--- config.mk ---
export PLATFORM = sky130hd
export DESIGN_NAME = short_name_generator
export DESIGN_NICKNAME = d
export VERILOG_FILES = /design/src/rtl/core/sng_pkg.sv /design/src/rtl/core/sng_front.sv /design/src/rtl/core/sng_queue.sv /design/src/rtl/core/sng_back.sv /design/src/rtl/core/short_name_generator.sv
export SDC_FILE = /design/constraint.sdc
export NUM_CORES = 1
export LEC_CHECK = 0
export BUFFER_PORTS_ARGS = -buffer_cell sky130_fd_sc_hd__buf_2
export CORE_AREA = 5 5 153 155
export CTS_CLUSTER_DIAMETER = 200
export DETAILED_ROUTE_END_ITERATION = 10
export DIE_AREA = 0 0 158 160
export GPL_ROUTABILITY_DRIVEN = 0
export PLACE_DENSITY = 0.73
export SETUP_SLACK_MARGIN = 0.05
export SLEW_MARGIN = 20
export SYNTH_ARGS = -nofsm -noshare
export SYNTH_HDL_FRONTEND = slang
export SYNTH_SLANG_ARGS = --single-unit
--- constraint.sdc ---
create_clock -name clk -period 12.38 [get_ports clk]
set_input_delay 1.238 -clock clk [delete_from_list [all_inputs] [get_ports clk]]
set_output_delay 1.238 -clock clk [all_outputs]
set_load 0.05 [all_outputs]
--- src/rtl/core/sng_pkg.sv ---
// Shared types, constants and character helpers for the short name generator.
package sng_pkg;

  localparam int unsigned SN_LEN      = 11;
  localparam int unsigned SN_BASE_LEN = 8;
  localparam int unsigned SN_EXT_LEN  = 3;

  // Default depth of the queue of finished names between front and back.
  localparam int unsigned SNG_QUEUE_DEPTH = 2;

  localparam logic [7:0] CH_TILDE = 8'h7E;
  localparam logic [7:0] CH_SPACE = 8'h20;
  localparam logic [7:0] CH_DOT   = 8'h2E;

  localparam logic [3:0] LAST_INDEX = 4'(SN_LEN - 1);

  typedef logic [SN_LEN-1:0][7:0] name_t;

  typedef enum logic [1:0] {
    PH_BASE = 2'd0,
    PH_SKIP = 2'd1,
    PH_EXT  = 2'd2
  } phase_t;

  // Status of the name queue as seen by the front and back parts.
  typedef struct packed {
    logic empty;
    logic full;
  } q_status_t;

  function automatic logic [7:0] upcase(input logic [7:0] c);
    if (c >= 8'h61 && c <= 8'h7A) begin
      return c - 8'h20;
    end
    return c;
  endfunction

  function automatic logic [7:0] base_map(input logic [7:0] c);
    if (c >= 8'h20 && c <= 8'h7E) begin
      return upcase(c);
    end
    return CH_TILDE;
  endfunction

  function automatic name_t blank_name();
    name_t n;
    for (int i = 0; i < SN_LEN; i++) begin
      n[i] = CH_SPACE;
    end
    return n;
  endfunction

endpackage

--- src/rtl/core/sng_front.sv ---
// Front part: takes long-name bytes, builds the 8.3 name, hands it to the queue.
module sng_front
  import sng_pkg::*;
(
  input  logic      clk,
  input  logic      rst,
  input  logic      push,
  input  logic [7:0] ch,
  input  logic      last_char,
  input  q_status_t q_status,
  output logic      full,
  output logic      q_push,
  output name_t     q_name
);

  name_t      short_buf;
  phase_t     phase;
  logic [3:0] base_count;
  logic       too_long;
  logic [1:0] ext_count;

  name_t      short_buf_next;
  phase_t     phase_next;
  logic [3:0] base_count_next;
  logic       too_long_next;
  logic [1:0] ext_count_next;
  name_t      buf_upd;
  logic       accept;

  assign full   = q_status.full;
  assign accept = push && !q_status.full;

  always_comb begin
    buf_upd         = short_buf;
    phase_next      = phase;
    base_count_next = base_count;
    too_long_next   = too_long;
    ext_count_next  = ext_count;
    if (phase == PH_BASE || phase == PH_SKIP) begin
      if (ch == CH_DOT) begin
        if (too_long) begin
          buf_upd[SN_BASE_LEN-1] = CH_TILDE;
        end
        phase_next = PH_EXT;
      end else if (phase == PH_BASE && base_count < 4'(SN_BASE_LEN)) begin
        buf_upd[base_count] = base_map(ch);
        base_count_next     = base_count + 4'd1;
        if (base_count_next >= 4'(SN_BASE_LEN)) begin
          phase_next = PH_SKIP;
        end
      end else begin
        phase_next    = PH_SKIP;
        too_long_next = 1'b1;
      end
    end else begin
      // The unused phase code behaves as the extension phase.
      if (ext_count < 2'(SN_EXT_LEN)) begin
        buf_upd[4'(SN_BASE_LEN) + {2'b00, ext_count}] = upcase(ch);
        ext_count_next = ext_count + 2'd1;
      end
    end
    short_buf_next = buf_upd;
    if (last_char) begin
      short_buf_next  = blank_name();
      phase_next      = PH_BASE;
      base_count_next = '0;
      too_long_next   = 1'b0;
      ext_count_next  = '0;
    end
  end

  assign q_push = accept && last_char;
  assign q_name = buf_upd;

  always_ff @(posedge clk) begin
    if (rst) begin
      short_buf  <= blank_name();
      phase      <= PH_BASE;
      base_count <= '0;
      too_long   <= 1'b0;
      ext_count  <= '0;
    end else if (accept) begin
      short_buf  <= short_buf_next;
      phase      <= phase_next;
      base_count <= base_count_next;
      too_long   <= too_long_next;
      ext_count  <= ext_count_next;
    end
  end

endmodule

--- src/rtl/core/sng_queue.sv ---
// Small queue of finished short names between the front and back parts.
module sng_queue
  import sng_pkg::*;
#(
  parameter int unsigned DEPTH = SNG_QUEUE_DEPTH
) (
  input  logic      clk,
  input  logic      rst,
  input  logic      push,
  input  name_t     din,
  input  logic      pop,
  output name_t     head,
  output q_status_t status
);

  localparam int unsigned PW = (DEPTH > 1) ? $clog2(DEPTH) : 1;
  localparam int unsigned CW = $clog2(DEPTH + 1);

  name_t           entries [DEPTH];
  logic [PW-1:0]   wr_ptr;
  logic [PW-1:0]   rd_ptr;
  logic [CW-1:0]   count;
  logic            do_push;
  logic            do_pop;

  assign status.full  = (count == CW'(DEPTH));
  assign status.empty = (count == '0);
  assign do_push      = push && !status.full;
  assign do_pop       = pop && !status.empty;
  assign head         = entries[rd_ptr];

  always_ff @(posedge clk) begin
    if (do_push) begin
      entries[wr_ptr] <= din;
    end
  end

  always_ff @(posedge clk) begin
    if (rst) begin
      wr_ptr <= '0;
      rd_ptr <= '0;
      count  <= '0;
    end else begin
      if (do_push) begin
        wr_ptr <= (wr_ptr == PW'(DEPTH - 1)) ? '0 : wr_ptr + 1'b1;
      end
      if (do_pop) begin
        rd_ptr <= (rd_ptr == PW'(DEPTH - 1)) ? '0 : rd_ptr + 1'b1;
      end
      if (do_push && !do_pop) begin
        count <= count + 1'b1;
      end else if (do_pop && !do_push) begin
        count <= count - 1'b1;
      end
    end
  end

  a_count_bound: assert property (@(posedge clk) disable iff (rst)
    count <= CW'(DEPTH))
    else $error("name queue count beyond depth");

  a_push_grows: assert property (@(posedge clk) disable iff (rst)
    (do_push && !do_pop) |=> (count == $past(count) + 1'b1))
    else $error("name queue count did not grow on push");

  a_pop_shrinks: assert property (@(posedge clk) disable iff (rst)
    (do_pop && !do_push) |=> (count == $past(count) - 1'b1))
    else $error("name queue count did not shrink on pop");

endmodule

--- src/rtl/core/sng_back.sv ---
// Back part: sends each queued short name out as eleven result bytes.
module sng_back
  import sng_pkg::*;
(
  input  logic       clk,
  input  logic       rst,
  input  name_t      head,
  input  q_status_t  q_status,
  input  logic       pop,
  output logic       empty,
  output logic [7:0] out_char,
  output logic [3:0] out_index,
  output logic       last_out,
  output logic       q_pop
);

  logic [3:0] idx;
  logic [3:0] idx_next;
  logic       take;

  assign empty     = q_status.empty;
  assign take      = pop && !q_status.empty;
  assign out_char  = head[idx];
  assign out_index = idx;
  assign last_out  = (idx == LAST_INDEX);
  assign q_pop     = take && last_out;

  always_comb begin
    idx_next = idx;
    if (take) begin
      idx_next = last_out ? 4'd0 : idx + 4'd1;
    end
  end

  always_ff @(posedge clk) begin
    if (rst) begin
      idx <= '0;
    end else begin
      idx <= idx_next;
    end
  end

  a_idx_range: assert property (@(posedge clk) disable iff (rst)
    idx <= LAST_INDEX)
    else $error("byte index beyond the short name");

  a_idle_at_start: assert property (@(posedge clk) disable iff (rst)
    q_status.empty |-> (idx == 4'd0))
    else $error("byte index left mid-name with no name queued");

  a_wrap: assert property (@(posedge clk) disable iff (rst)
    q_pop |=> (idx == 4'd0))
    else $error("byte index did not return to zero after a name");

endmodule

--- src/rtl/core/short_name_generator.sv ---
// Top level of the 8.3 short name generator: front, name queue and back.
//
// Input channel: one long-name byte per transaction on ch, with last_char
// high on the final byte. A transaction completes on a rising edge where
// push is high and full is low. Every byte is classified and written into
// the name being built in the cycle it is accepted, so the front takes one
// byte per cycle with no gaps while full is low.
// Result channel: each finished name appears as eleven transactions, bytes
// 0 to 10 in order on out_char with their position on out_index and
// last_out high on byte 10. A byte is on the ports while empty is low and
// is taken on a rising edge where pop is also high.
// Result timing: with the queue empty, the first byte of a name is visible
// the cycle after the transaction carrying last_char. The back part then
// sends one byte per cycle while pop is high.
// Throughput: one input byte per cycle for names of eleven or more bytes
// while pop stays high; shorter names are limited by the eleven result
// bytes per name, taken from a queue of QUEUE_DEPTH finished names.
// Stalls: when the receiver holds pop low, finished names collect in the
// queue. Once it holds QUEUE_DEPTH names, full is high and the front stalls
// on every byte until the back part has sent the last byte of the oldest
// name.
// Reset: rst (synchronous, active high) empties the queue, clears the name
// under construction to spaces and returns the front to the base phase.
module short_name_generator
  import sng_pkg::*;
#(
  parameter int unsigned QUEUE_DEPTH = SNG_QUEUE_DEPTH
) (
  input  logic       clk,
  input  logic       rst,
  input  logic       push,
  output logic       full,
  input  logic [7:0] ch,
  input  logic       last_char,
  output logic       empty,
  input  logic       pop,
  output logic [7:0] out_char,
  output logic [3:0] out_index,
  output logic       last_out
);

  q_status_t q_status;
  logic      q_push;
  logic      q_pop;
  name_t     q_name;
  name_t     q_head;

  // The front finishes one name per transaction that carries last_char.
  sng_front u_front (
    .clk       (clk),
    .rst       (rst),
    .push      (push),
    .ch        (ch),
    .last_char (last_char),
    .q_status  (q_status),
    .full      (full),
    .q_push    (q_push),
    .q_name    (q_name)
  );

  // Finished names wait here until the back part has sent all eleven bytes.
  sng_queue #(
    .DEPTH (QUEUE_DEPTH)
  ) u_queue (
    .clk    (clk),
    .rst    (rst),
    .push   (q_push),
    .din    (q_name),
    .pop    (q_pop),
    .head   (q_head),
    .status (q_status)
  );

  // The back part walks the oldest name byte by byte.
  sng_back u_back (
    .clk       (clk),
    .rst       (rst),
    .head      (q_head),
    .q_status  (q_status),
    .pop       (pop),
    .empty     (empty),
    .out_char  (out_char),
    .out_index (out_index),
    .last_out  (last_out),
    .q_pop     (q_pop)
  );

endmodule

==> results.md, run 1 <==
- RSZ-0062 raised after global routing: false
- Worst-path clk slew: 0.06 ns
- Static Leak: 4.35 nW
- Gr ovfl total: 0
- Sequential fraction of the synthesis area: 60.8%
- Final Cycle Share: 35.8%
- TritonCTS Sinks: 282
- Max Clock Freq: 226 MHz
- Die Ht: 160 microns
- Final hold slack: 0.455 ns
- Post-cts sizing count: 0
- Initial drt markers: 984
- Share of layout cells above drive strength 1: 13.5%
- Pwr/cell area: 148 nW/um^2
- Critical Path AT: 3.20 ns
- Worst-skew pair later-pin latency: 0.54 ns
- Netlist cell types: 61
- Gate Count Post-Synth: 1,013
- Pin count of the biggest net entering global routing: 87
- Number of global-route vias before repair: 7,817
- DP Area: 12,500 sq um
- R2R setup slack: 9.20 ns
- Clock Skews: 0.0120 ns
- Hold path depth: 2
- Most frequent cell after synthesis: edfxtp_1
- Row Count: 54
- DR vias: 8,453
- Worst setup EP type: primary output
- Overall Global Routing Usage: 23.7%
- Worst hold start: u_front.short_buf[59]
- Fill count: 1,678
- EDFF count, synth: 176
- Rel. slew slack: 27.6%
- Residual DRC: 0
- CP Launch Type: register
- Post-Place Worst Slack: 8.38 ns
- YS warnings: 0
- Setup TNS: 0 ns
- Post-DP HPWL: 19,800 microns
- Max cap viols: 0
- Worst reg2reg path endpoint: u_queue.entries[0][6]
- Final hold violation count: 0
- Worst vdd ir: 0.0000986 V
- H-tree depth: 1
- Final max-slew violation count: 0
- HP Class: register to register
- Area contributors post-synth: edfxtp_1 (43%), dfxtp_1 (17%), mux4_2 (4.8%)
- Design area: 13,400 sq um
- Yosys top cell area share: 43.4%
- CTS tree: built
- Total CTS buffers: 28
- Setup Buffers After CTS: 0
- IO Pins: 28
- Setup ws final: 7.95 ns
- P&R area growth vs syn: 9.64%
- Post-CTS Hold Buffers: 0
- WP data required: 11.14 ns
- Setup violators final: 0
- Synth Cell Area: 12,200 sq um
- CTS Root Cell: clkbuf_16
- Syn nets: 1,038
- Status: finished clean
- Yosys top cell by area: edfxtp_1
- Slew @ Worst Pin: 1.08 ns
- Post-synth top flop: edfxtp_1
- Die Width: 158 microns
- Crit path time final: 4.43 ns
- Seq cells post-synth: 282
- Core area: 21,700 sq um
- Nets@finish: 1,040
- Die footprint: 25,300 sq um
- Drt pass-1 iters: 5
- Worst R2R Path Depth: 7
- Mean post-synth cell area: 12.0 sq um
- CTS Buffer Depth: 3
- Initial antenna violation count: 0
- Wire per inst: 22.8 microns
- First-pass GRT wire length: 46,500 microns
- Port Buf Inserts: 27
- Critical R2R Launch: u_queue.count[0]
- Critical path type: register to primary output
- Initial Utilization: 56.2%
- Final ANT Viol Nets: 0
- Asr flop ratio synth: 0%
- Largest fanout on the critical path: 53
- Critical Path Sink: out_char[0]
- Synth top cells by count: edfxtp_1 (176), nor2_1 (112), dfxtp_1 (106)
- Post-Route WL: 30,100 microns
- Via/cell ratio: 6.41
==> sequential cells by signal (all words and copies together), names as in the netlist, 2 cells and up, named ones only <==
register            flops
u_front.short_buf      88
u_queue.count           2
u_front.ext_count       2
u_front.base_count      4
u_queue.entries       176
u_back.out_index        4
u_front.phase           2
==> final cells by class <==
type                       count  area, sq um  area share [%]
tap                          280          350            2.62
antenna                        1         2.50          0.0187
multi-input combinational    653         4470            33.5
inverter                      14         52.6           0.393
clock buffer                  45          806            6.03
clock inverter                 7         65.1           0.487
timing repair buffer          36          203            1.52
sequential                   282         7410            55.5
==> report_power, final <==
part	internal (mW)	switching (mW)
clock	0.466	0.343
combinational	0.0379	0.107
sequential	1.02	0.00834
==> placed cells by master, fill, tap and decap left out, types with 12 or more instances in the layout <==
| cell type | synthesis | layout |
|---|---|---|
| mux4_2 | 26 | 26 |
| nor2_1 | 112 | 111 |
| clkbuf_16 | 0 | 29 |
| a211oi_1 | 14 | 14 |
| a22oi_1 | 58 | 58 |
| o21ai_0 | 84 | 84 |
| edfxtp_1 | 176 | 176 |
| inv_1 | 13 | 13 |
| ha_1 | 12 | 12 |
| buf_2 | 12 | 27 |
| mux2i_1 | 39 | 38 |
| dfxtp_1 | 106 | 105 |
| o221ai_1 | 13 | 13 |
| a21oi_1 | 45 | 45 |
| nand2_1 | 96 | 96 |
| mux2_2 | 15 | 15 |
==> metal layers <==
| metal | GRT usage, % | wire (microns) | up-vias |
|---|---|---|---|
| li1 | - | - | 3834 |
| met2 | 34.0 | 13100 | 375 |
| met5 | 0 | 0 | - |
| met1 | 38.3 | 13900 | 4200 |
| met3 | 3.71 | 2490 | 44 |
| met4 | 5.23 | 576 | 0 |
==> worst max-delay path: stages (launching register included) <==
cell and delay, ns:
dfxtp_4 0.45, buf_4 0.75, mux4_2 0.59, a211oi_1 0.38, o32ai_1 0.18, buf_2 0.26
==> stage by stage <==
stage	instances	util, %	power (mW)
floorplan	1013	-	1.15
global placement	1265	57.6	1.19
detailed placement	1265	57.6	1.19
CTS	1317	61.6	1.99
global route	1317	61.6	2.05
finish	1318	61.6	1.98
==> logic make-up (layout without fill, tap and decap cells) <==
kind of cell,after synthesis,in the layout,share of synthesized area [%]
AO/OA/AOI/OAI,286,286,15.6
XOR/XNOR,6,6,0.431
adder cells (fa/ha/maj),12,12,1.23
buffers and inverters,78,102,2.71
flip-flops,282,282,60.8
multiplexers,80,80,9.39
other,0,1,0
AND/OR/NAND/NOR,269,269,9.80
==> how the worst min path moves through the flow <==
stage | end | slack, ns
floorplan | u_front.short_buf[62] | 0.43
global placement | u_front.short_buf[46] | 0.44
detailed placement | u_front.short_buf[6] | 0.45
CTS | u_front.short_buf[6] | 0.46
global route | u_front.short_buf[46] | 0.48
finish | u_front.short_buf[59] | 0.45
Note: power is estimated with default switching activity, not from simulation.
==> inputs of run 2 (changes only) <==
CORE_AREA = 5 5 154 156   (was 5 5 153 155)
DIE_AREA = 0 0 159 161   (was 0 0 158 160)
PLACE_DENSITY = 0.75   (was 0.73)
clock period = 3.85 ns   (was 12.38 ns; I/O delays follow)
==> run 2 against run 1 <==
Via count grew 0.52%. Global-route usage shrank 0.33 points. Combinational power grew to 3.3 times the previous value. Die area grew 1.3%. Largest power group unchanged. Clock-buffer cell count shrank 6. Critical path type unchanged. Utilization shrank 0.73 points. Clock power grew to 3.4 times the previous value. Power grew to 3.3 times the previous value. Critical path depth is the same. Sequential share of layout area shrank 0.69 points. Cell count grew 1.1%.
==> results.md, run 2 (synthesis gave the netlist of run 1 again) <==
- Cell Count Post-Placement: 1,281 (+1.3%)
- Residual DRC: 0 (unchanged)
- Crit path time final: 3.22 ns
- Slew @ Worst Pin: 1.17 ns (+0.0968 ns)
- Worst path bufs/invs: 2 (unchanged)
- Register with the most flip-flops: u_queue.entries
- Die footprint: 25,600 sq um (+1.3%)
- Setup ws final: 0.626 ns (-7.32 ns)
- N_diodes: 0 (-1)
- Share of power burned in registers: 50.8% (-1.1 points)
- Largest registers: u_queue.entries (176), u_front.short_buf (88)
- Post-Route WL: 30,600 microns (+1.7%)
- Slowest stage cell, crit path: dfxtp_4
- Sw Pwr: 1.48 mW (+220%)
- Post-cts sizing count: 0 (unchanged)
- CP Launch Type: register
- Gr ovfl total: 0 (unchanged)
- Pin count of the biggest net entering global routing: 58 (-33%)
- Final Instance Count excl. Fillers: 1,333 (+1.1%)
- Die Width: 159 microns (+0.63%)
- Worst-skew pair later-pin latency: 0.53 ns (about the same)
- Final hold violation count: 0 (unchanged)
- Critical path type: register to primary output
- CTS tree: built
- Nets@finish: 1,051 (+1.1%)
- Final max-slew violation count: 0 (unchanged)
- CTS Root Cell: clkbuf_16
- Largest fanout on the critical path: 24 (-55%)
- Max incr delay on CP: 0.67 ns (-0.08 ns)
- H-tree depth: 1 (unchanged)
- RSZ-0062 raised after global routing: false
- Row Count: 55 (+1.9%)
- First-pass GRT wire length: 47,700 microns (+2.5%)
- Core area: 22,200 sq um (+2.5%)
- R2R setup slack: 1.03 ns (-8.17 ns)
- Share of layout cells above drive strength 1: 14.2% (+0.72 points)
- Total CTS buffers: 28 (unchanged)
- TritonCTS Sinks: 282 (unchanged)
- Number of global-route vias before repair: 8,241 (+5.4%)
- WP data required: 3.46 ns (-7.68 ns)
- Clock Skews: 0.0107 ns (-0.00133 ns)
- HP Class: input port to register
- Wire per inst: 22.9 microns (+0.56%)
- Initial Utilization: 54.8% (-1.4 points)
- Initial drt markers: 1,313 (+33%)
- P&R area growth vs syn: 11.0%
- Gate power share: 7.4% (about the same)
- Delay-heaviest family, CP: flip-flops
- CTS Buffer Depth: 3 (unchanged)
- Setup violators final: 0 (unchanged)
- Fill count: 1,725 (+2.8%)
- Rel. slew slack: 21.4% (-6.2 points)
- Max Clock Freq: 310 MHz
- Via/cell ratio: 6.37 (-0.61%)
- Port Buf Inserts: 27 (unchanged)
- Setup Buffers After CTS: 0 (unchanged)
- Final core occ: 60.9% (-0.73 points)
- Drt pass-1 iters: 5 (unchanged)
- Critical Path AT: 2.84 ns (-0.36 ns)
- Setup TNS: 0 ns (unchanged)
- Status: finished clean
- Worst vdd ir: 0.000315 V (+220%)
- Post-DP HPWL: 20,300 microns (+2.6%)
- Worst setup EP type: primary output
- Final Cycle Share: 83.8%
- Worst-path clk slew: 0.06 ns (about the same)
- Post-Place Worst Slack: 0.977 ns (-7.40 ns)
- Switch share: 22.7% (-0.39 points)
- Static Leak: 4.44 nW (+1.9%)
- Most common cell after layout, fill and taps aside: edfxtp_1
- Most frequent cells in the layout: edfxtp_1 (176), nor2_1 (111), dfxtp_1 (105)
- Post-CTS Hold Buffers: 0 (unchanged)
- Max cap viols: 0 (unchanged)
- Sequence of cells on the critical path: buf_4 > mux4_2 > a21oi_1 > o32ai_1 > buf_2
- Die Ht: 161 microns (+0.63%)
- Number of flip-flops in the largest register: 176 (unchanged)
- Clock power frac: 41.8% (+1.0 points)
- Final ANT Viol Nets: 0 (unchanged)
- Int Pwr: 5.03 mW (+230%)
- DR vias: 8,497 (+0.52%)
- Initial antenna violation count: 0 (unchanged)
- IO Pins: 28 (unchanged)
- Overall Global Routing Usage: 23.4% (-0.33 points)
- Pwr/cell area: 481 nW/um^2 (+220%)
-- run 2: final timing paths --
check,depth (start not counted),start,end
setup / recovery,5,register,out_char[4]
setup reg to reg,7,u_front.base_count[0],u_front.short_buf[22]
hold reg to reg,2,u_front.short_buf[57],u_front.short_buf[57]
hold / removal,2,ch[0],u_queue.entries[0][80]
-- run 2: layout make-up --
class,instances,area (sq um),area share [%]
inverter,14,52.6,0.388
tap,285,357,2.64
clock inverter,13,143,1.05
multi-input combinational,653,4460,33.0
sequential,282,7410,54.8
clock buffer,39,783,5.79
timing repair buffer,47,323,2.39
-- run 2: metal layers --
layer,share of wire [%],track usage [%],up-vias
met3,10,5.21,53
met2,45,35.1,438
met1,42,34.1,4137
met5,0,0,-
met4,2.9,7.68,0
li1,-,-,3869
-- run 2: through the flow --
stage	hold slack, ns	power, mW	cell area [sq um]
after floorplan	0.431	3.68	12200
after global placement	0.440	3.83	12600
after detailed placement	0.447	3.84	12600
after CTS	0.332	6.53	13500
after global routing	0.347	6.71	13500
final	0.349	6.51	13500
-- run 2: power groups by stage --
| stage | clock network (mW) | logic (mW) | registers, mW |
|---|---|---|---|
| after floorplan | 0 | 0.313 | 3.37 |
| after global placement | 0 | 0.470 | 3.36 |
| after detailed placement | 0 | 0.475 | 3.37 |
| after CTS | 2.74 | 0.479 | 3.31 |
| after global routing | 2.89 | 0.513 | 3.31 |
| final | 2.72 | 0.482 | 3.31 |
